===== config.mk =====
export PLATFORM = sky130hd
export DESIGN_NAME = tv_mac
export DESIGN_NICKNAME = d
export VERILOG_FILES = /design/src/rtl/tv_pkg.sv /design/src/rtl/tv_mac.sv
export SDC_FILE = /design/constraint.sdc
export NUM_CORES = 2
export LEC_CHECK = 0
export BUFFER_PORTS_ARGS = -buffer_cell sky130_fd_sc_hd__buf_2
export CAP_MARGIN = 20
export CELL_PAD_IN_SITES_DETAIL_PLACEMENT = 1
export CELL_PAD_IN_SITES_GLOBAL_PLACEMENT = 2
export CORE_AREA = 2 2 413 415
export CTS_CLUSTER_DIAMETER = 30
export CTS_CLUSTER_SIZE = 40
export DETAILED_ROUTE_END_ITERATION = 8
export DIE_AREA = 0 0 415 417
export PLACE_DENSITY = 0.71
export SLEW_MARGIN = 0
export SYNTH_ARGS = -nofsm -noshare
export SYNTH_HDL_FRONTEND = slang
export SYNTH_SLANG_ARGS = --single-unit

===== constraint.sdc =====
create_clock -name clk -period 20.8 [get_ports clk]
set_clock_uncertainty 0.05 [all_clocks]
set_input_delay 6.24 -clock clk [delete_from_list [all_inputs] [get_ports clk]]
set_output_delay 6.24 -clock clk [all_outputs]
set_load 0.02 [all_outputs]

===== src/rtl/tv_pkg.sv =====
package tv_pkg;

  localparam int MUL_W  = 33;  // signed multiplier operand
  localparam int ACC_W  = 66;  // product / accumulator
  localparam int EDGE_W = 32;  // saturated Q16.16 edge, texture delta, projection
  localparam int NRM_W  = 19;  // normal clamped to +-2.0
  localparam int D_W    = 36;  // rounded dot product
  localparam int DL_W   = 18;  // low split of the dot product
  localparam int MAG_W  = 64;  // tangent component magnitude
  localparam int SCL_W  = 30;  // magnitude after normalizing shift
  localparam int SQ_W   = 62;  // sum of squares
  localparam int ROOT_W = 31;  // integer square root
  localparam int RND_SH = 16;

  localparam logic signed [ACC_W-1:0] SAT_HI   = 66'sd2147483647;
  localparam logic signed [ACC_W-1:0] NRM_HI   = 66'sd131072;
  localparam logic signed [ACC_W-1:0] RND_HALF = 66'sd32768;

  // microprogram layout
  localparam logic [5:0] PC_AC       = 6'd17;
  localparam logic [5:0] PC_WIND     = 6'd34;
  localparam logic [5:0] PC_TANG     = 6'd38;
  localparam logic [5:0] PC_TANG_END = 6'd49;
  localparam logic [5:0] PC_SUM      = 6'd50;
  localparam logic [5:0] PC_SUM_END  = 6'd54;

  typedef enum logic [2:0] {
    MAC_NOP, MAC_LOAD, MAC_ADD, MAC_SUB, MAC_SHADD
  } mac_op_t;

  typedef enum logic [2:0] {
    A_NA, A_PAC, A_PAB, A_MAG, A_DUAB, A_DUAC
  } asel_t;

  typedef enum logic [2:0] {
    B_EAB, B_EAC, B_DH, B_DL, B_DVAB, B_DVAC, B_MAG
  } bsel_t;

  typedef enum logic [2:0] {
    CAP_NONE, CAP_D, CAP_PAB, CAP_PAC, CAP_WIND, CAP_T, CAP_SUM
  } cap_t;

  typedef struct packed {
    asel_t      asel;
    bsel_t      bsel;
    logic [1:0] idx;
    mac_op_t    op;
    cap_t       cap;
  } uop_t;

  typedef struct packed {
    mac_op_t                  op;
    logic signed [MUL_W-1:0]  a;
    logic signed [MUL_W-1:0]  b;
  } mac_req_t;

  localparam uop_t UOP_IDLE = '{asel: A_NA, bsel: B_EAB, idx: 2'd0,
                                op: MAC_NOP, cap: CAP_NONE};

  function automatic logic signed [EDGE_W-1:0] sat_edge(input logic signed [ACC_W-1:0] x);
    logic signed [ACC_W-1:0] y;
    y = x;
    if (x > SAT_HI) y = SAT_HI;
    else if (x < -SAT_HI) y = -SAT_HI;
    return y[EDGE_W-1:0];
  endfunction

  function automatic logic signed [NRM_W-1:0] sat_norm(input logic signed [ACC_W-1:0] x);
    logic signed [ACC_W-1:0] y;
    y = x;
    if (x > NRM_HI) y = NRM_HI;
    else if (x < -NRM_HI) y = -NRM_HI;
    return y[NRM_W-1:0];
  endfunction

  // round half up, floor shift
  function automatic logic signed [ACC_W-1:0] rnd16(input logic signed [ACC_W-1:0] x);
    return (x + RND_HALF) >>> RND_SH;
  endfunction

  function automatic uop_t proj_uop(input logic [5:0] off, input logic is_ac);
    uop_t       u;
    logic [5:0] rel;
    u   = UOP_IDLE;
    rel = off - 6'd5;
    if (off < 6'd3) begin
      u.op   = (off == 6'd0) ? MAC_LOAD : MAC_ADD;
      u.asel = A_NA;
      u.bsel = is_ac ? B_EAC : B_EAB;
      u.idx  = off[1:0];
    end else if (off == 6'd4) begin
      u.cap = CAP_D;
    end else if (off > 6'd4) begin
      u.idx  = rel[3:2];
      u.asel = A_NA;
      case (rel[1:0])
        2'd0: begin
          u.op   = MAC_LOAD;
          u.bsel = B_DH;
        end
        2'd1: begin
          u.op   = MAC_SHADD;
          u.bsel = B_DL;
        end
        2'd2: begin
          u.op = MAC_NOP;
        end
        default: begin
          u.cap = is_ac ? CAP_PAC : CAP_PAB;
        end
      endcase
    end
    return u;
  endfunction

  function automatic uop_t ucode(input logic [5:0] pc);
    uop_t       u;
    logic [5:0] off;
    u = UOP_IDLE;
    if (pc < PC_AC) begin
      u = proj_uop(pc, 1'b0);
    end else if (pc < PC_WIND) begin
      u = proj_uop(pc - PC_AC, 1'b1);
    end else if (pc < PC_TANG) begin
      off = pc - PC_WIND;
      case (off[1:0])
        2'd0: begin
          u.op = MAC_LOAD; u.asel = A_DUAB; u.bsel = B_DVAC;
        end
        2'd1: begin
          u.op = MAC_SUB; u.asel = A_DUAC; u.bsel = B_DVAB;
        end
        2'd2: begin
          u.op = MAC_NOP;
        end
        default: begin
          u.cap = CAP_WIND;
        end
      endcase
    end else if (pc < PC_SUM) begin
      off   = pc - PC_TANG;
      u.idx = off[3:2];
      case (off[1:0])
        2'd0: begin
          u.op = MAC_LOAD; u.asel = A_PAC; u.bsel = B_DVAB;
        end
        2'd1: begin
          u.op = MAC_SUB; u.asel = A_PAB; u.bsel = B_DVAC;
        end
        2'd2: begin
          u.op = MAC_NOP;
        end
        default: begin
          u.cap = CAP_T;
        end
      endcase
    end else begin
      off = pc - PC_SUM;
      if (off < 6'd3) begin
        u.op   = (off == 6'd0) ? MAC_LOAD : MAC_ADD;
        u.asel = A_MAG;
        u.bsel = B_MAG;
        u.idx  = off[1:0];
      end else if (off == 6'd4) begin
        u.cap = CAP_SUM;
      end
    end
    return u;
  endfunction

endpackage


===== src/rtl/tv_mac.sv =====
module tv_mac (
  input  logic                             clk,
  input  logic                             rst,
  input  tv_pkg::mac_req_t                 req,
  output logic signed [tv_pkg::ACC_W-1:0]  acc
);

  logic signed [tv_pkg::MUL_W-1:0] ma;
  logic signed [tv_pkg::MUL_W-1:0] mb;
  logic signed [tv_pkg::ACC_W-1:0] prod;
  logic signed [tv_pkg::ACC_W-1:0] p;
  tv_pkg::mac_op_t                 op_r;

  assign ma   = req.a;
  assign mb   = req.b;
  assign prod = ma * mb;

  always_ff @(posedge clk) begin
    p <= prod;
    if (rst) begin
      op_r <= tv_pkg::MAC_NOP;
    end else begin
      op_r <= req.op;
    end
  end

  always_ff @(posedge clk) begin
    case (op_r)
      tv_pkg::MAC_LOAD:  acc <= p;
      tv_pkg::MAC_ADD:   acc <= acc + p;
      tv_pkg::MAC_SUB:   acc <= acc - p;
      tv_pkg::MAC_SHADD: acc <= (acc <<< tv_pkg::DL_W) + p;
      default:           acc <= acc;
    endcase
  end

endmodule


==> results.sh <==
export IMPL_grt_usage_pct=19.9
export IMPL_worstMarginPinSlew_ns=1.08
export IMPL_core_area_um2=169000
export IMPL_fin_util_pct=31.8
export IMPL_drive_gt1_share_pct=4.42
export IMPL_arrival_ns=14.95
export IMPL_outcome="completed"
export IMPL_synth_cells=5554
export IMPL_globalplace_congestion=0.868
export IMPL_synth_area_top_cells="fa_1 (46%), inv_1 (8.5%), ha_1 (8.2%)"
export IMPL_numCtsBuffers=17
export IMPL_holdWs_ns=0.542
export IMPL_wirelength_um=170000
export IMPL_cts_resized=0
export IMPL_ys_types=87
export IMPL_setup_viol=0
export IMPL_slew_headroom_pct=27.7
export IMPL_drt_initial_drc_count=2295
export IMPL_antenna_found_initial=14
export IMPL_ys_ff_latch=135
export IMPL_postCtsSetupBuffers=0
export IMPL_cts_root_buf="clkbuf_16"
export IMPL_grt_overflow=0
export IMPL_cts_htree_levels=4
export IMPL_avgRoutedWirePerCell_um=22.1
export IMPL_drv_slew=0
export IMPL_placed_cells=7685
export IMPL_clock_fmax_mhz=68.4
export IMPL_postRouteAntennaNets=0
export IMPL_dp_hpwl_um=137000
export IMPL_clock_sinks=135
export IMPL_hold_viol=0
export IMPL_synth_top_area_share_pct=45.7
export IMPL_holdBufCountCts=0
export IMPL_post_route_period_util_pct=70.3
export IMPL_yosys_area_share_adder_pct=53.9
export IMPL_period_minus_slack_ns=14.62
export IMPL_grt_pass1_wl_um=265000
export IMPL_max_clock_path_buffers=2
export IMPL_die_y_um=417
export IMPL_vias=37801
export IMPL_cts_tree="done"
export IMPL_synth_common_cells="fa_1 (1147), inv_1 (1135), nand2_1 (681)"
export IMPL_io_pins=137
export IMPL_grt_max_degree=80
export IMPL_fin_setup_tns_ns=0
export IMPL_max_stage_delay_ns=0.93
export IMPL_rr_worst_depth=21
export IMPL_drcViolationCount=0
export IMPL_clkLatencyLatePin_ns=0.46
export IMPL_rsz0062_at_grt="false"
export IMPL_cts_clk_slew_worst_paths_ns=0.07
export IMPL_start_util_pct=29.8
export IMPL_critPathRequiredTime_ns=21.13
export IMPL_die_area_um2=173000
export IMPL_synthFlopType="dfxtp_1"
export IMPL_portBuffers=136
export IMPL_grt_pass1_vias=42148
export IMPL_critPathSlowestCell="fa_1"
export IMPL_synth_largest_area_cell="fa_1"
export IMPL_fillCellCount=19687
export IMPL_synthMuxAreaShare_pct=0.159
export IMPL_start_kind="input pin"
export IMPL_finalNetCount=7034
export IMPL_whs_path_depth=2
export IMPL_drv_cap=0
export IMPL_die_w_um=415
export IMPL_yosysWarnings=0
export IMPL_crit_path_frequent_cell="fa_1"
export IMPL_syn_num_nets=7102
export IMPL_crit_family="adder cells"
export IMPL_r2r_start="p[13]$_DFF_P_"
export IMPL_crit_buf_inv=9
export IMPL_synth_yosys_seq_area_share_pct=6.69
export IMPL_rows=151
export IMPL_synth_compound_area_share_pct=8.90
export IMPL_routed_via_density=4.90
export IMPL_synthXorXnorAreaFrac_pct=4.09
export IMPL_cp_startpoint="req[65]"
export IMPL_synth_most_common_cell="fa_1"
export IMPL_synth_edf_count=66
export IMPL_crit_path_max_fanout=33
export IMPL_cp_depth=28
export IMPL_synth_top_family_by_area="adder cells"
export IMPL_avgSynthCellArea_um2=9.05
export IMPL_synth_simple_area_share_pct=15.9
export IMPL_drtPass1Iterations=5
export IMPL_area_growth_syn_to_layout_pct=6.65
export IMPL_crit_path_end_kind="flop"
export IMPL_min_delay_start="p[6]$_DFF_P_"
export IMPL_syn_cell_area_um2=50300
export IMPL_hold_path_class="flop to flop"
export IMPL_worstSetupPathType="input pin to flop"
export IMPL_final_cells=7720
export IMPL_async_flop_share_pct=0
-- sequential cells by signal (all words and copies together), names as in the netlist --
register	cells
op_r	3
p	66
acc	66
-- area by class of cell --
| class | count | area, um^2 | area share (%) |
|---|---|---|---|
| repair buffers | 172 | 951 | 1.77 |
| clock inverters | 14 | 128 | 0.238 |
| flip-flops and latches | 135 | 3360 | 6.27 |
| diodes | 3 | 7.51 | 0.0140 |
| well taps | 2218 | 2780 | 5.17 |
| clock buffers | 18 | 439 | 0.819 |
| multi-input cells | 4025 | 41700 | 77.8 |
| inverters | 1135 | 4260 | 7.94 |
-- routing by layer --
layer	track usage [%]	part of all wire, %	vias to the layer above
li1	-	-	16776
met1	29.8	50	20020
met2	31.1	44	875
met3	2.52	5.2	126
met4	2.89	1.3	4
met5	0	0.013	-
-- logic make-up after synthesis --
family,count (synthesis)
compound gates,697
xor+xnor,235
fa+ha+maj,1477
buf+inv,1394
flops,135
mux,8
simple gates,1608
-- metrics by stage --
step | setup WS (ns) | cell area (um^2)
6_report | 6.18 | 53600
5_1_grt | 5.64 | 53600
4_1_cts | 6.08 | 53600
3_5_place_dp | 5.60 | 53100
3_3_place_gp | 5.77 | 53100
2_1_floorplan | 6.67 | 50300
-- worst reg2reg max path: cells and delay by family, from the launching register on --
kind            cells  cell delay, ns
compound gates     11            3.10
fa+ha+maj           1            0.38
simple gates        7            2.01
xor+xnor            2            0.46
flops               1            0.36
-- cells in the final DEF, fill, tap and decap left out, types with 39 or more instances in the layout --
cell type	synthesis	routed
and2_1	540	541
dfxtp_1	69	69
buf_2	2	136
nand2_1	681	681
inv_1	1135	1135
a21o_1	115	115
fa_1	1147	1147
xnor2_1	148	147
a21oi_1	201	201
xor2_1	87	87
edfxtp_1	66	66
o21ai_0	154	154
ha_1	330	330
nor2_1	157	156
nand3_1	39	39
-- path summary, 6_finish.rpt --
| path | endpoint | slack (ns) |
|---|---|---|
| setup reg to reg | acc[65]$_DFFE_PP_ | 14.19 |
| hold / removal | acc[6]$_DFFE_PP_ | 0.54 |
| setup / recovery | p[65]$_DFF_P_ | 6.18 |
| hold reg to reg | acc[6]$_DFFE_PP_ | 0.54 |
Power is not shown: default switching activity piles up to over one toggle a cycle in this logic, so the estimate is an artifact.
