[src/rtl/tv_pkg.sv]
package tv_pkg;

  localparam int MUL_W  = 33;  // signed multiplier operand
  localparam int ACC_W  = 66;  // product / accumulator
  localparam int EDGE_W = 32;  // saturated Q16.16 edge, texture delta, projection
  localparam int NRM_W  = 19;  // normal clamped to +-2.0
  localparam int D_W    = 36;  // rounded dot product
  localparam int DL_W   = 18;  // low split of the dot product
  localparam int MAG_W  = 64;  // tangent component magnitude
  localparam int SCL_W  = 30;  // magnitude after normalizing shift
  localparam int SQ_W   = 62;  // sum of squares
  localparam int ROOT_W = 31;  // integer square root
  localparam int RND_SH = 16;

  localparam logic signed [ACC_W-1:0] SAT_HI   = 66'sd2147483647;
  localparam logic signed [ACC_W-1:0] NRM_HI   = 66'sd131072;
  localparam logic signed [ACC_W-1:0] RND_HALF = 66'sd32768;

  // microprogram layout
  localparam logic [5:0] PC_AC       = 6'd17;
  localparam logic [5:0] PC_WIND     = 6'd34;
  localparam logic [5:0] PC_TANG     = 6'd38;
  localparam logic [5:0] PC_TANG_END = 6'd49;
  localparam logic [5:0] PC_SUM      = 6'd50;
  localparam logic [5:0] PC_SUM_END  = 6'd54;

  typedef enum logic [2:0] {
    MAC_NOP, MAC_LOAD, MAC_ADD, MAC_SUB, MAC_SHADD
  } mac_op_t;

  typedef enum logic [2:0] {
    A_NA, A_PAC, A_PAB, A_MAG, A_DUAB, A_DUAC
  } asel_t;

  typedef enum logic [2:0] {
    B_EAB, B_EAC, B_DH, B_DL, B_DVAB, B_DVAC, B_MAG
  } bsel_t;

  typedef enum logic [2:0] {
    CAP_NONE, CAP_D, CAP_PAB, CAP_PAC, CAP_WIND, CAP_T, CAP_SUM
  } cap_t;

  typedef struct packed {
    asel_t      asel;
    bsel_t      bsel;
    logic [1:0] idx;
    mac_op_t    op;
    cap_t       cap;
  } uop_t;

  typedef struct packed {
    mac_op_t                  op;
    logic signed [MUL_W-1:0]  a;
    logic signed [MUL_W-1:0]  b;
  } mac_req_t;

  localparam uop_t UOP_IDLE = '{asel: A_NA, bsel: B_EAB, idx: 2'd0,
                                op: MAC_NOP, cap: CAP_NONE};

  function automatic logic signed [EDGE_W-1:0] sat_edge(input logic signed [ACC_W-1:0] x);
    logic signed [ACC_W-1:0] y;
    y = x;
    if (x > SAT_HI) y = SAT_HI;
    else if (x < -SAT_HI) y = -SAT_HI;
    return y[EDGE_W-1:0];
  endfunction

  function automatic logic signed [NRM_W-1:0] sat_norm(input logic signed [ACC_W-1:0] x);
    logic signed [ACC_W-1:0] y;
    y = x;
    if (x > NRM_HI) y = NRM_HI;
    else if (x < -NRM_HI) y = -NRM_HI;
    return y[NRM_W-1:0];
  endfunction

  // round half up, floor shift
  function automatic logic signed [ACC_W-1:0] rnd16(input logic signed [ACC_W-1:0] x);
    return (x + RND_HALF) >>> RND_SH;
  endfunction

  function automatic uop_t proj_uop(input logic [5:0] off, input logic is_ac);
    uop_t       u;
    logic [5:0] rel;
    u   = UOP_IDLE;
    rel = off - 6'd5;
    if (off < 6'd3) begin
      u.op   = (off == 6'd0) ? MAC_LOAD : MAC_ADD;
      u.asel = A_NA;
      u.bsel = is_ac ? B_EAC : B_EAB;
      u.idx  = off[1:0];
    end else if (off == 6'd4) begin
      u.cap = CAP_D;
    end else if (off > 6'd4) begin
      u.idx  = rel[3:2];
      u.asel = A_NA;
      case (rel[1:0])
        2'd0: begin
          u.op   = MAC_LOAD;
          u.bsel = B_DH;
        end
        2'd1: begin
          u.op   = MAC_SHADD;
          u.bsel = B_DL;
        end
        2'd2: begin
          u.op = MAC_NOP;
        end
        default: begin
          u.cap = is_ac ? CAP_PAC : CAP_PAB;
        end
      endcase
    end
    return u;
  endfunction

  function automatic uop_t ucode(input logic [5:0] pc);
    uop_t       u;
    logic [5:0] off;
    u = UOP_IDLE;
    if (pc < PC_AC) begin
      u = proj_uop(pc, 1'b0);
    end else if (pc < PC_WIND) begin
      u = proj_uop(pc - PC_AC, 1'b1);
    end else if (pc < PC_TANG) begin
      off = pc - PC_WIND;
      case (off[1:0])
        2'd0: begin
          u.op = MAC_LOAD; u.asel = A_DUAB; u.bsel = B_DVAC;
        end
        2'd1: begin
          u.op = MAC_SUB; u.asel = A_DUAC; u.bsel = B_DVAB;
        end
        2'd2: begin
          u.op = MAC_NOP;
        end
        default: begin
          u.cap = CAP_WIND;
        end
      endcase
    end else if (pc < PC_SUM) begin
      off   = pc - PC_TANG;
      u.idx = off[3:2];
      case (off[1:0])
        2'd0: begin
          u.op = MAC_LOAD; u.asel = A_PAC; u.bsel = B_DVAB;
        end
        2'd1: begin
          u.op = MAC_SUB; u.asel = A_PAB; u.bsel = B_DVAC;
        end
        2'd2: begin
          u.op = MAC_NOP;
        end
        default: begin
          u.cap = CAP_T;
        end
      endcase
    end else begin
      off = pc - PC_SUM;
      if (off < 6'd3) begin
        u.op   = (off == 6'd0) ? MAC_LOAD : MAC_ADD;
        u.asel = A_MAG;
        u.bsel = B_MAG;
        u.idx  = off[1:0];
      end else if (off == 6'd4) begin
        u.cap = CAP_SUM;
      end
    end
    return u;
  endfunction

endpackage

[src/rtl/tv_isqrt.sv]
module tv_isqrt (
  input  logic                        clk,
  input  logic                        rst,
  input  logic                        start,
  input  logic [tv_pkg::SQ_W-1:0]     x_in,
  output logic                        done,
  output logic [tv_pkg::ROOT_W-1:0]   root
);

  localparam int W = tv_pkg::SQ_W;

  logic [W-1:0] x;
  logic [W-1:0] r;
  logic [W-1:0] b;
  logic [W-1:0] trial;
  logic         busy;

  assign trial = r + b;
  assign root  = r[tv_pkg::ROOT_W-1:0];

  always_ff @(posedge clk) begin
    if (rst) begin
      busy <= 1'b0;
      done <= 1'b0;
    end else begin
      done <= 1'b0;
      if (start) begin
        busy <= 1'b1;
      end else if (busy && b[0]) begin
        busy <= 1'b0;
        done <= 1'b1;
      end
    end
  end

  always_ff @(posedge clk) begin
    if (start) begin
      x <= x_in;
      r <= '0;
      b <= W'(1) << (W - 2);
    end else if (busy) begin
      if (x >= trial) begin
        x <= x - trial;
        r <= (r >> 1) + b;
      end else begin
        r <= r >> 1;
      end
      b <= b >> 2;
    end
  end

endmodule

[config.mk]
export PLATFORM = sky130hd
export DESIGN_NAME = tv_isqrt
export DESIGN_NICKNAME = d
export VERILOG_FILES = /design/src/rtl/tv_pkg.sv /design/src/rtl/tv_isqrt.sv
export SDC_FILE = /design/constraint.sdc
export NUM_CORES = 1
export LEC_CHECK = 0
export BUFFER_PORTS_ARGS = -buffer_cell sky130_fd_sc_hd__buf_2
export CORE_MARGIN = 2
export CORE_UTILIZATION = 28
export DETAILED_ROUTE_END_ITERATION = 10
export GPL_TIMING_DRIVEN = 1
export PLACE_DENSITY_LB_ADDON = 0.15
export SKIP_CTS_REPAIR_TIMING = 1
export SLEW_MARGIN = 20
export SYNTH_ARGS = -nofsm -noshare
export SYNTH_HDL_FRONTEND = slang
export SYNTH_SLANG_ARGS = --single-unit
export TNS_END_PERCENT = 10
[constraint.sdc]
create_clock -name clk -period 17.2 [get_ports clk]
set_input_delay 1.72 -clock clk [delete_from_list [all_inputs] [get_ports clk]]
set_output_delay 1.72 -clock clk [all_outputs]
set_load 0.01 [all_outputs]
==> results of run 1 <==
critical path, delay by kind of cell (launching register included):
family          cells  cell delay [ps]
simple gates        5             1200
flops               1              370
compound gates     13             3980
buf+inv             1              590
fa+ha+maj           3              940
xor+xnor            1              180
cells by family after synthesis:
group	Yosys count	share of synthesized area (%)
buffers and inverters	167	5.40
adders and majority gates	127	11.0
AOI/OAI and AO/OA	589	27.2
xor gates and xnor gates	154	9.27
muxes	44	3.09
and+or+nand+nor	583	18.3
DFF	157	25.9
sequential cells by signal (all words and copies together), names as in the netlist:
register  count
busy          1
x            62
b            31
r            62
done          1
report_power, final:
part	total (uW)	switching (uW)	internal, uW
registers	552	63.7	489
clock network	389	177	212
logic	1080	670	406
total	2020	911	1110
final cells by class:
type | count | area, sq um | area share [%]
Tap cell | 680 | 851 | 5.37
Clock inverter | 12 | 110 | 0.695
Timing Repair Buffer | 103 | 539 | 3.40
Inverter | 27 | 101 | 0.639
Multi-Input combinational cell | 1497 | 10000 | 63.2
Clock buffer | 20 | 468 | 2.95
Sequential cell | 157 | 3770 | 23.8
final timing paths:
check / startpoint / endpoint / slack [ps] / cells past startpoint
worst min-delay path: r[0] / r[0] / 520 / 2
worst max register to register: b[0] / x[8] / 9510 / 23
worst max-delay path: b[0] / x[8] / 9510 / 23
worst min register to register: r[0] / r[0] / 520 / 2
metrics by stage:
| step | cells | setup slack (ps) |
|---|---|---|
| after floorplan | 1821 | 9020 |
| after global placement | 2464 | 9640 |
| after detailed placement | 2464 | 9470 |
| after CTS | 2496 | 9430 |
| after global routing | 2496 | 8760 |
| final | 2496 | 9510 |
per-layer routing:
metal / part of all wire (%) / routed length, um / GRT usage [%] / vias up
li1: - / - / - / 6656
met1: 49 / 23000 / 24.3 / 6411
met2: 45 / 21000 / 27.3 / 293
met3: 4.1 / 1920 / 2.90 / 47
met4: 1.9 / 884 / 4.41 / 2
met5: 0.026 / 12 / 0 / -
layout by cell type, fill, tap and decap left out, types with 9 or more instances in the layout:
| cell type | n |
|---|---|
| sky130_fd_sc_hd__dfxtp_1 | 94 |
| sky130_fd_sc_hd__clkbuf_16 | 18 |
| sky130_fd_sc_hd__nand2b_1 | 19 |
| sky130_fd_sc_hd__o31ai_1 | 22 |
| sky130_fd_sc_hd__nor3_1 | 24 |
| sky130_fd_sc_hd__mux2i_1 | 37 |
| sky130_fd_sc_hd__a21o_1 | 58 |
| sky130_fd_sc_hd__xnor2_1 | 81 |
| sky130_fd_sc_hd__nand3_1 | 43 |
| sky130_fd_sc_hd__inv_1 | 27 |
| sky130_fd_sc_hd__edfxtp_1 | 62 |
| sky130_fd_sc_hd__a311oi_1 | 12 |
| sky130_fd_sc_hd__or3_1 | 10 |
| sky130_fd_sc_hd__o21ai_1 | 10 |
| sky130_fd_sc_hd__nor2_1 | 176 |
| sky130_fd_sc_hd__nand2_1 | 192 |
| sky130_fd_sc_hd__a21oi_1 | 105 |
| sky130_fd_sc_hd__and3_1 | 15 |
| sky130_fd_sc_hd__a31oi_1 | 64 |
| sky130_fd_sc_hd__ha_1 | 126 |
| sky130_fd_sc_hd__nor4_1 | 12 |
| sky130_fd_sc_hd__o21a_1 | 14 |
| sky130_fd_sc_hd__xor2_1 | 73 |
| sky130_fd_sc_hd__o21bai_1 | 25 |
| sky130_fd_sc_hd__a211oi_1 | 37 |
| sky130_fd_sc_hd__and2_1 | 9 |
| sky130_fd_sc_hd__buf_2 | 95 |
| sky130_fd_sc_hd__a22oi_1 | 12 |
| sky130_fd_sc_hd__a31o_2 | 13 |
| sky130_fd_sc_hd__o21ai_0 | 137 |
| sky130_fd_sc_hd__nor2b_1 | 26 |
| sky130_fd_sc_hd__nand4_1 | 42 |
==> metrics.log, run 1 <==
INFO  metric final_hold_viol_count = 0
INFO  metric power-per-cell-area = 127 nW/um^2
INFO  metric critical_path.endpoint_type = register
INFO  metric path_class = reg2reg
INFO  metric synthMostInstantiatedCell = sky130_fd_sc_hd__nand2_1
INFO  metric dr_vias = 13409
INFO  metric final_area = 15900 sq um
INFO  metric yosysWarnings = 0
INFO  metric globalplace.congestion = 0.881
INFO  metric yosys_most_used_dff = sky130_fd_sc_hd__dfxtp_1
INFO  metric first_global_vias = 12856
INFO  metric period_minus_slack = 7690 ps
INFO  metric port_buffers = 96
INFO  metric timing.critical_path.required = 17290 ps
INFO  metric initial_core_util = 28.4%
INFO  metric firstDrtPassIters = 5
INFO  metric grt_pass1_wl = 72900 um
INFO  metric yosys.area.top_type_share = 13.1%
INFO  metric synth_top_cells_by_area = sky130_fd_sc_hd__dfxtp_1 13%, sky130_fd_sc_hd__edfxtp_1 13%, sky130_fd_sc_hd__ha_1 11%
INFO  metric totalWireLength = 46800 um
INFO  metric timing_max_transition_violations_final = 0
INFO  metric cts_made_buffers = 17
INFO  metric io_pins = 97
INFO  metric synth_edf_count = 62
INFO  metric seq_area_frac_synth = 25.9%
INFO  metric drc_errors = 0
INFO  metric antenna_found_initial = 1
INFO  metric cp_common_cell = sky130_fd_sc_hd__nand4_1
INFO  metric critPathArrivalTime = 7780 ps
INFO  metric layout_worst_path_cycle_share = 44.7%
INFO  metric async_flop_share = 0%
INFO  metric routed_via_density = 5.37
INFO  metric place_hpwl = 36200 um
INFO  metric synth_top_cells_by_count = 192 x sky130_fd_sc_hd__nand2_1, 176 x sky130_fd_sc_hd__nor2_1, 137 x sky130_fd_sc_hd__o21ai_0, 126 x sky130_fd_sc_hd__ha_1, 105 x sky130_fd_sc_hd__a21oi_1
INFO  metric syn_nets = 2013
INFO  metric grt.overflow.total = 0
INFO  metric path_cells = ha_1 > ha_1 > a21o_1 > a31oi_1 > o21ai_1 > a21boi_1 > o311ai_0 > nand4_1 > o21ai_1 > nand4_1 > a21boi_0 > xor2_1 > ha_1 > nand4_1 > nor4_1 > nand4_1 > o21ai_0 > a211oi_1 > o21ai_0 > a21oi_1 > o21a_2 > o21bai_4 > buf_4
INFO  metric areaGrowthSynthToFinish = 8.93%
INFO  metric crit_path_top_delay_cell = sky130_fd_sc_hd__o311ai_0
INFO  metric clock_skew = 17.8 ps
INFO  metric grt_setup_unrepaired = false
INFO  metric synthDominantAreaCellType = sky130_fd_sc_hd__dfxtp_1
INFO  metric synth.ff_latch_count = 157
INFO  metric crit_path_max_incr_delay = 910 ps
INFO  metric cts_tree = built
INFO  metric max_cap_viol_count = 0
INFO  metric netlist-cell-type-count = 83
INFO  metric core_area = 51300 sq um
INFO  metric first_iter_violations = 919
INFO  metric fp.dieArea = 53800 sq um
INFO  metric placementRows = 83
INFO  metric max_slew_margin = 28.4%
INFO  metric syn_area_per_cell = 7.99 sq um
INFO  metric cts_buffer_depth = 2
INFO  metric clock_insertion_delay_worst_skew = 460 ps
INFO  metric startpoint_type = register
INFO  metric final_hold_slack = 519 ps
INFO  metric achievable-frequency = 130 MHz
INFO  metric post_drt_wl_per_cell = 18.8 um
INFO  metric slew_worst_pin = 1060 ps
INFO  metric cts.reportedPaths.clkPinSlew = 70 ps
INFO  metric utilization = 30.9%
INFO  metric clock_sink_count = 157
INFO  metric die_height = 232 um
INFO  metric antenna_violating_nets_post_route = 0
INFO  metric pin_count_of_the_biggest_net_entering_global_routing = 84
INFO  metric timing.critical_path.fanout_max = 34
INFO  metric antenna_cells = 0
INFO  metric holdCritPathClass = reg2reg
INFO  metric fillers = 5586
INFO  metric design_power_total = 2020 uW
INFO  metric vdd_ir_drop_max = 68.3 uV
INFO  metric post_dp_cell_area = 15300 sq um
INFO  metric timing.setup.tns = 0 ps
INFO  metric post_route_cells_drive_above_1_share = 10.2%
INFO  metric cts-htree-levels = 4
INFO  metric final_setup_vio_count = 0
INFO  metric fp.dieW = 232 um
INFO  metric clock_tree.root_cell = sky130_fd_sc_hd__clkbuf_16
INFO  metric p_leak = 0.00603 uW
INFO  metric finalNetCount = 1995
INFO  metric grt.total_usage = 17.3%
INFO  metric number_of_cells_produced_by_synthesis = 1821
INFO  metric run_status = complete, no violations
INFO  metric netlist_area_pre_place = 14600 sq um
No activity file was read; power rests on OpenSTA's default activity.
==> run 2: changes to the inputs <==
==> constraint.sdc (replaced) <==
create_clock -name clk -period 7.11 [get_ports clk]
set_input_delay 0.711 -clock clk [delete_from_list [all_inputs] [get_ports clk]]
set_output_delay 0.711 -clock clk [all_outputs]
set_load 0.01 [all_outputs]
==> run 2 against run 1 <==
Clock skew shrank 7.1 ps; critical path depth up 3; global-route usage grew 0.16 points; largest cell class unchanged; largest power group unchanged.
==> metrics.log, run 2 (same netlist as run 1, synthesis figures left out) <==
INFO  metric post_route_cells_drive_above_1_share = 11.2%
INFO  metric path_class = reg2reg
INFO  metric timing_max_transition_violations_final = 0
INFO  metric most_common_cell_after_layout_fill_and_taps_aside = sky130_fd_sc_hd__nand2_1
INFO  metric achievable-frequency = 151 MHz
INFO  metric setup_ws = 470 ps
INFO  metric crit_path_max_incr_delay = 440 ps
INFO  metric timing.critical_path.required = 7500 ps
INFO  metric port_buffers = 96
INFO  metric io_pins = 97
INFO  metric initial_core_util = 28.4%
INFO  metric timing.critical_path.fanout_max = 41
INFO  metric dr_vias = 13302
INFO  metric instances_no_fill = 2512
INFO  metric cp_num_buf_inv = 3
INFO  metric pin_count_of_the_biggest_net_entering_global_routing = 72
INFO  metric power-per-cell-area = 312 nW/um^2
INFO  metric cts_tree = built
INFO  metric leading_registers_by_flop_count = r (62), x (62), b (31)
INFO  metric critPathArrivalTime = 7030 ps
INFO  metric fp.dieW = 232 um
INFO  metric final_setup_vio_count = 0
INFO  metric crit_path_top_delay_cell = sky130_fd_sc_hd__nand4_1
INFO  metric grt_pass1_wl = 73200 um
INFO  metric run_status = complete, no violations
INFO  metric routed_via_density = 5.30
INFO  metric cts_buffer_depth = 2
INFO  metric globalplace.congestion = 0.883
INFO  metric antenna_violating_nets_post_route = 0
INFO  metric vdd_ir_drop_max = 205 uV
INFO  metric drc_errors = 0
INFO  metric cts.reportedPaths.clkPinSlew = 70 ps
INFO  metric finalNetCount = 2011
INFO  metric grt.total_usage = 17.5%
INFO  metric placementRows = 83
INFO  metric cp_common_cell = sky130_fd_sc_hd__nand4_1
INFO  metric cts-htree-levels = 4
INFO  metric clock_sink_count = 157
INFO  metric period_minus_slack = 6640 ps
INFO  metric max_cap_viol_count = 0
INFO  metric critical_path.endpoint_type = register
INFO  metric p_leak = 0.00617 uW
INFO  metric dp.cells = 2480
INFO  metric post_dp_cell_area = 15400 sq um
INFO  metric final_hold_viol_count = 0
INFO  metric clock_tree.root_cell = sky130_fd_sc_hd__clkbuf_16
INFO  metric firstDrtPassIters = 5
INFO  metric slew_worst_pin = 812 ps
INFO  metric holdCritPathClass = in2reg
INFO  metric clock_insertion_delay_worst_skew = 490 ps
INFO  metric first_iter_violations = 684
INFO  metric areaGrowthSynthToFinish = 10.4%
INFO  metric place_hpwl = 36200 um
INFO  metric fillers = 5503
INFO  metric final_area = 16100 sq um
INFO  metric antenna_cells = 0
INFO  metric grt.overflow.total = 0
INFO  metric die_height = 232 um
INFO  metric post_drt_wl_per_cell = 18.6 um
INFO  metric timing.setup.tns = 0 ps
INFO  metric mostFrequentLayoutCells = 192 x sky130_fd_sc_hd__nand2_1, 176 x sky130_fd_sc_hd__nor2_1, 137 x sky130_fd_sc_hd__o21ai_0
INFO  metric totalWireLength = 46600 um
INFO  metric max_slew_margin = 45.9%
INFO  metric crit_family = compound AO/OA/AOI/OAI gates
INFO  metric antenna_found_initial = 1
INFO  metric fp.dieArea = 53800 sq um
INFO  metric dp_worst_setup_slack = -220 ps
INFO  metric cts_made_buffers = 17
INFO  metric first_global_vias = 13009
INFO  metric clock_skew = 10.7 ps
INFO  metric layout_worst_path_cycle_share = 93.4%
INFO  metric core_area = 51300 sq um
INFO  metric startpoint_type = register
==> run 2: through the flow <==
step / util [%] / power (uW) / hold WS (ps)
3_3_place_gp: 30.1 / 4040 / 516
4_1_cts: 31.2 / 5040 / 340
5_1_grt: 31.3 / 5410 / 370
2_1_floorplan: - / 3300 / 469
3_5_place_dp: 30.1 / 4030 / 514
6_report: 31.3 / 5020 / 381
==> run 2: cell type report <==
| cell class | count | area [sq um] | area share [%] |
|---|---|---|---|
| tap | 680 | 851 | 5.29 |
| sequential | 157 | 3770 | 23.4 |
| inverter | 27 | 101 | 0.631 |
| multi-input combinational | 1497 | 10100 | 62.6 |
| clock inverter | 8 | 73.8 | 0.459 |
| timing repair buffer | 119 | 697 | 4.34 |
| clock buffer | 24 | 524 | 3.26 |
==> run 2: report_power, final <==
group / switching (uW) / total [uW] / internal (uW)
Combinational: 1650 / 2710 / 1060
Sequential: 152 / 1330 / 1180
Clock: 424 / 976 / 551
==> run 2: metal layers <==
layer  global-route usage [%]  wire length [um]  vias to the layer above  part of all wire [%]
met1                     24.0             23300                     6336                    50
met5                        0                 0                        -                     0
li1                         -                 -                     6678                     -
met4                     6.99              1190                        0                   2.6
met2                     27.6             20800                      230                    45
met3                     2.20              1290                       58                   2.8
==> run 2: worst paths after layout <==
check	slack, ps	start	cells after the start	endpoint
setup / recovery	470	b[0]	26	r[35]
hold / removal	380	rst	2	busy
setup reg to reg	470	b[0]	26	r[35]
hold reg to reg	510	r[0]	2	r[0]
==> run 3: changes to the inputs <==
--- a/config.mk
+++ b/config.mk
@@ -6,6 +6,8 @@
 export NUM_CORES = 1
 export LEC_CHECK = 0
 export BUFFER_PORTS_ARGS = -buffer_cell sky130_fd_sc_hd__buf_2
+export CELL_PAD_IN_SITES_DETAIL_PLACEMENT = 0
+export CELL_PAD_IN_SITES_GLOBAL_PLACEMENT = 1
 export CORE_MARGIN = 2
 export CORE_UTILIZATION = 28
 export DETAILED_ROUTE_END_ITERATION = 10
==> run 3 against run 2 <==
Worst hold slack worse by 1.6 ps; maximum frequency up 2.0%; cell area decreased by 0.19%; final cell count barely moved; die area did not move; first-iteration DRC count increased by 14%; count of clock-buffer cells in the layout rose by 1; clock power decreased by 2%; global-route usage grew 0.76 points; register-to-register slack better by 130 ps; routed wire length rose by 3.7%; critical path type unchanged; largest power group unchanged; highest routed layer is now met5.
==> metrics.log, run 3 (same netlist as run 1, synthesis figures left out) <==
INFO  metric routed_via_density = 5.25
INFO  metric first_global_vias = 13053
INFO  metric grt_setup_unrepaired = false
INFO  metric critPathArrivalTime = 6910 ps
INFO  metric timing.setup.tns = 0 ps
INFO  metric internal_power = 2760 uW
INFO  metric fp.dieW = 232 um
INFO  metric io_pins = 97
INFO  metric timing.critical_path.required = 7510 ps
INFO  metric slew_worst_pin = 985 ps
INFO  metric run_status = complete, no violations
INFO  metric vdd_ir_drop_max = 189 uV
INFO  metric layout_worst_path_cycle_share = 91.6%
INFO  metric design_power_total = 5000 uW
INFO  metric final_hold_viol_count = 0
INFO  metric power_frac_comb = 54.2%
INFO  metric mostFrequentLayoutCells = 192 x sky130_fd_sc_hd__nand2_1, 176 x sky130_fd_sc_hd__nor2_1, 136 x sky130_fd_sc_hd__o21ai_0
INFO  metric power_frac_clock = 19.1%
INFO  metric final_hold_slack = 380 ps
INFO  metric pin_count_of_the_biggest_net_entering_global_routing = 83
INFO  metric achievable-frequency = 154 MHz
INFO  metric final_area = 16000 sq um
INFO  metric cts_buffer_depth = 2
INFO  metric cts-htree-levels = 4
INFO  metric antenna_violating_nets_post_route = 0
INFO  metric timing.critical_path.fanout_max = 28
INFO  metric firstDrtPassIters = 5
INFO  metric areaGrowthSynthToFinish = 10.2%
INFO  metric antenna_cells = 0
INFO  metric power-per-cell-area = 312 nW/um^2
INFO  metric max_slew_margin = 34.3%
INFO  metric holdCritPathClass = in2reg
INFO  metric critical_path.endpoint_type = register
INFO  metric dp.cells = 2479
INFO  metric post_route_cells_drive_above_1_share = 11.3%
INFO  metric most_common_cell_after_layout_fill_and_taps_aside = sky130_fd_sc_hd__nand2_1
INFO  metric p_leak = 0.00616 uW
INFO  metric globalplace.congestion = 0.859
INFO  metric cts_tree = built
INFO  metric max_cap_viol_count = 0
INFO  metric place_hpwl = 37300 um
INFO  metric timing_max_transition_violations_final = 0
INFO  metric finalNetCount = 2010
INFO  metric cts.reportedPaths.clkPinSlew = 70 ps
INFO  metric initial_core_util = 28.4%
INFO  metric clock_tree.root_cell = sky130_fd_sc_hd__clkbuf_16
INFO  metric period_minus_slack = 6510 ps
INFO  metric startpoint_type = register
INFO  metric instances_no_fill = 2511
INFO  metric clock_insertion_delay_worst_skew = 490 ps
INFO  metric path_class = reg2reg
INFO  metric first_iter_violations = 781
INFO  metric cts_made_buffers = 17
INFO  metric clock_skew = 10.9 ps
INFO  metric totalWireLength = 48400 um
INFO  metric core_area = 51300 sq um
INFO  metric drc_errors = 0
INFO  metric clock_sink_count = 157
INFO  metric port_buffers = 96
INFO  metric power_frac_seq = 26.6%
INFO  metric switching_share = 44.9%
INFO  metric grt.overflow.total = 0
INFO  metric grt_pass1_wl = 75400 um
INFO  metric power_switching = 2240 uW
INFO  metric post_drt_wl_per_cell = 19.3 um
INFO  metric post_dp_cell_area = 15400 sq um
INFO  metric placementRows = 83
INFO  metric fp.dieArea = 53800 sq um
INFO  metric grt.total_usage = 18.2%
INFO  metric die_height = 232 um
INFO  metric dr_vias = 13192
INFO  metric antenna_found_initial = 2
INFO  metric leading_registers_by_flop_count = r (62), x (62), b (31)
INFO  metric final_setup_vio_count = 0
## run 3: final cells by class
class | count | area, sq um
timing repair buffer | 118 | 668
clock buffer | 25 | 547
fill | 5534 | 35300
sequential | 157 | 3770
clock inverter | 7 | 46.3
tap | 680 | 851
multi-input combinational | 1497 | 10100
inverter | 27 | 101
## run 3: final timing paths
| check | start | endpoint | slack [ps] | cells after the start |
|---|---|---|---|---|
| worst max-delay path | r[6] | r[31] | 600 | 23 |
| worst min-delay path | rst | busy | 380 | 2 |
| worst max register to register | r[6] | r[31] | 600 | 23 |
| worst min register to register | r[0] | r[0] | 510 | 2 |
## run 3: through the flow
step           setup WS (ps)  utilization (%)
6_report                 598             31.3
5_1_grt                 44.3             31.3
4_1_cts                 -505             31.2
3_5_place_dp            -434             30.0
3_3_place_gp            -466             30.0
2_1_floorplan            257                -
## run 3: power groups by stage
stage	registers, uW	logic (uW)	clock network, uW
floorplan	1270	2040	0
global placement	1350	2700	0
detailed placement	1350	2680	0
CTS	1330	2700	997
global route	1350	3010	1020
finish	1330	2710	956
## run 3: per-layer routing
metal	track usage (%)	wire, um	vias up
met4	6.75	1250	2
met2	29.0	21800	173
met1	24.4	23600	6267
met5	0	13	-
li1	-	-	6701
met3	3.43	1630	49
## run 3: worst max-delay path, cell delays in order (launching register included)
cell and delay (ps):
sky130_fd_sc_hd__dfxtp_1 390, sky130_fd_sc_hd__ha_1 410, sky130_fd_sc_hd__nand4_1 130, sky130_fd_sc_hd__o21ai_2 210, sky130_fd_sc_hd__a31oi_2 230, sky130_fd_sc_hd__o41ai_4 390
sky130_fd_sc_hd__a41oi_2 260, sky130_fd_sc_hd__o311a_1 530, sky130_fd_sc_hd__o31ai_4 330, sky130_fd_sc_hd__nand2_1 140, sky130_fd_sc_hd__nand3_1 120, sky130_fd_sc_hd__xnor2_1 100
sky130_fd_sc_hd__ha_4 430, sky130_fd_sc_hd__nand4_1 170, sky130_fd_sc_hd__nor4_4 350, sky130_fd_sc_hd__nand4_1 410, sky130_fd_sc_hd__o21ai_1 260, sky130_fd_sc_hd__a211oi_1 60
sky130_fd_sc_hd__o21ai_0 160, sky130_fd_sc_hd__a21oi_1 90, sky130_fd_sc_hd__o21a_2 290, sky130_fd_sc_hd__buf_6 260, sky130_fd_sc_hd__or3_1 360, sky130_fd_sc_hd__a311oi_1 280
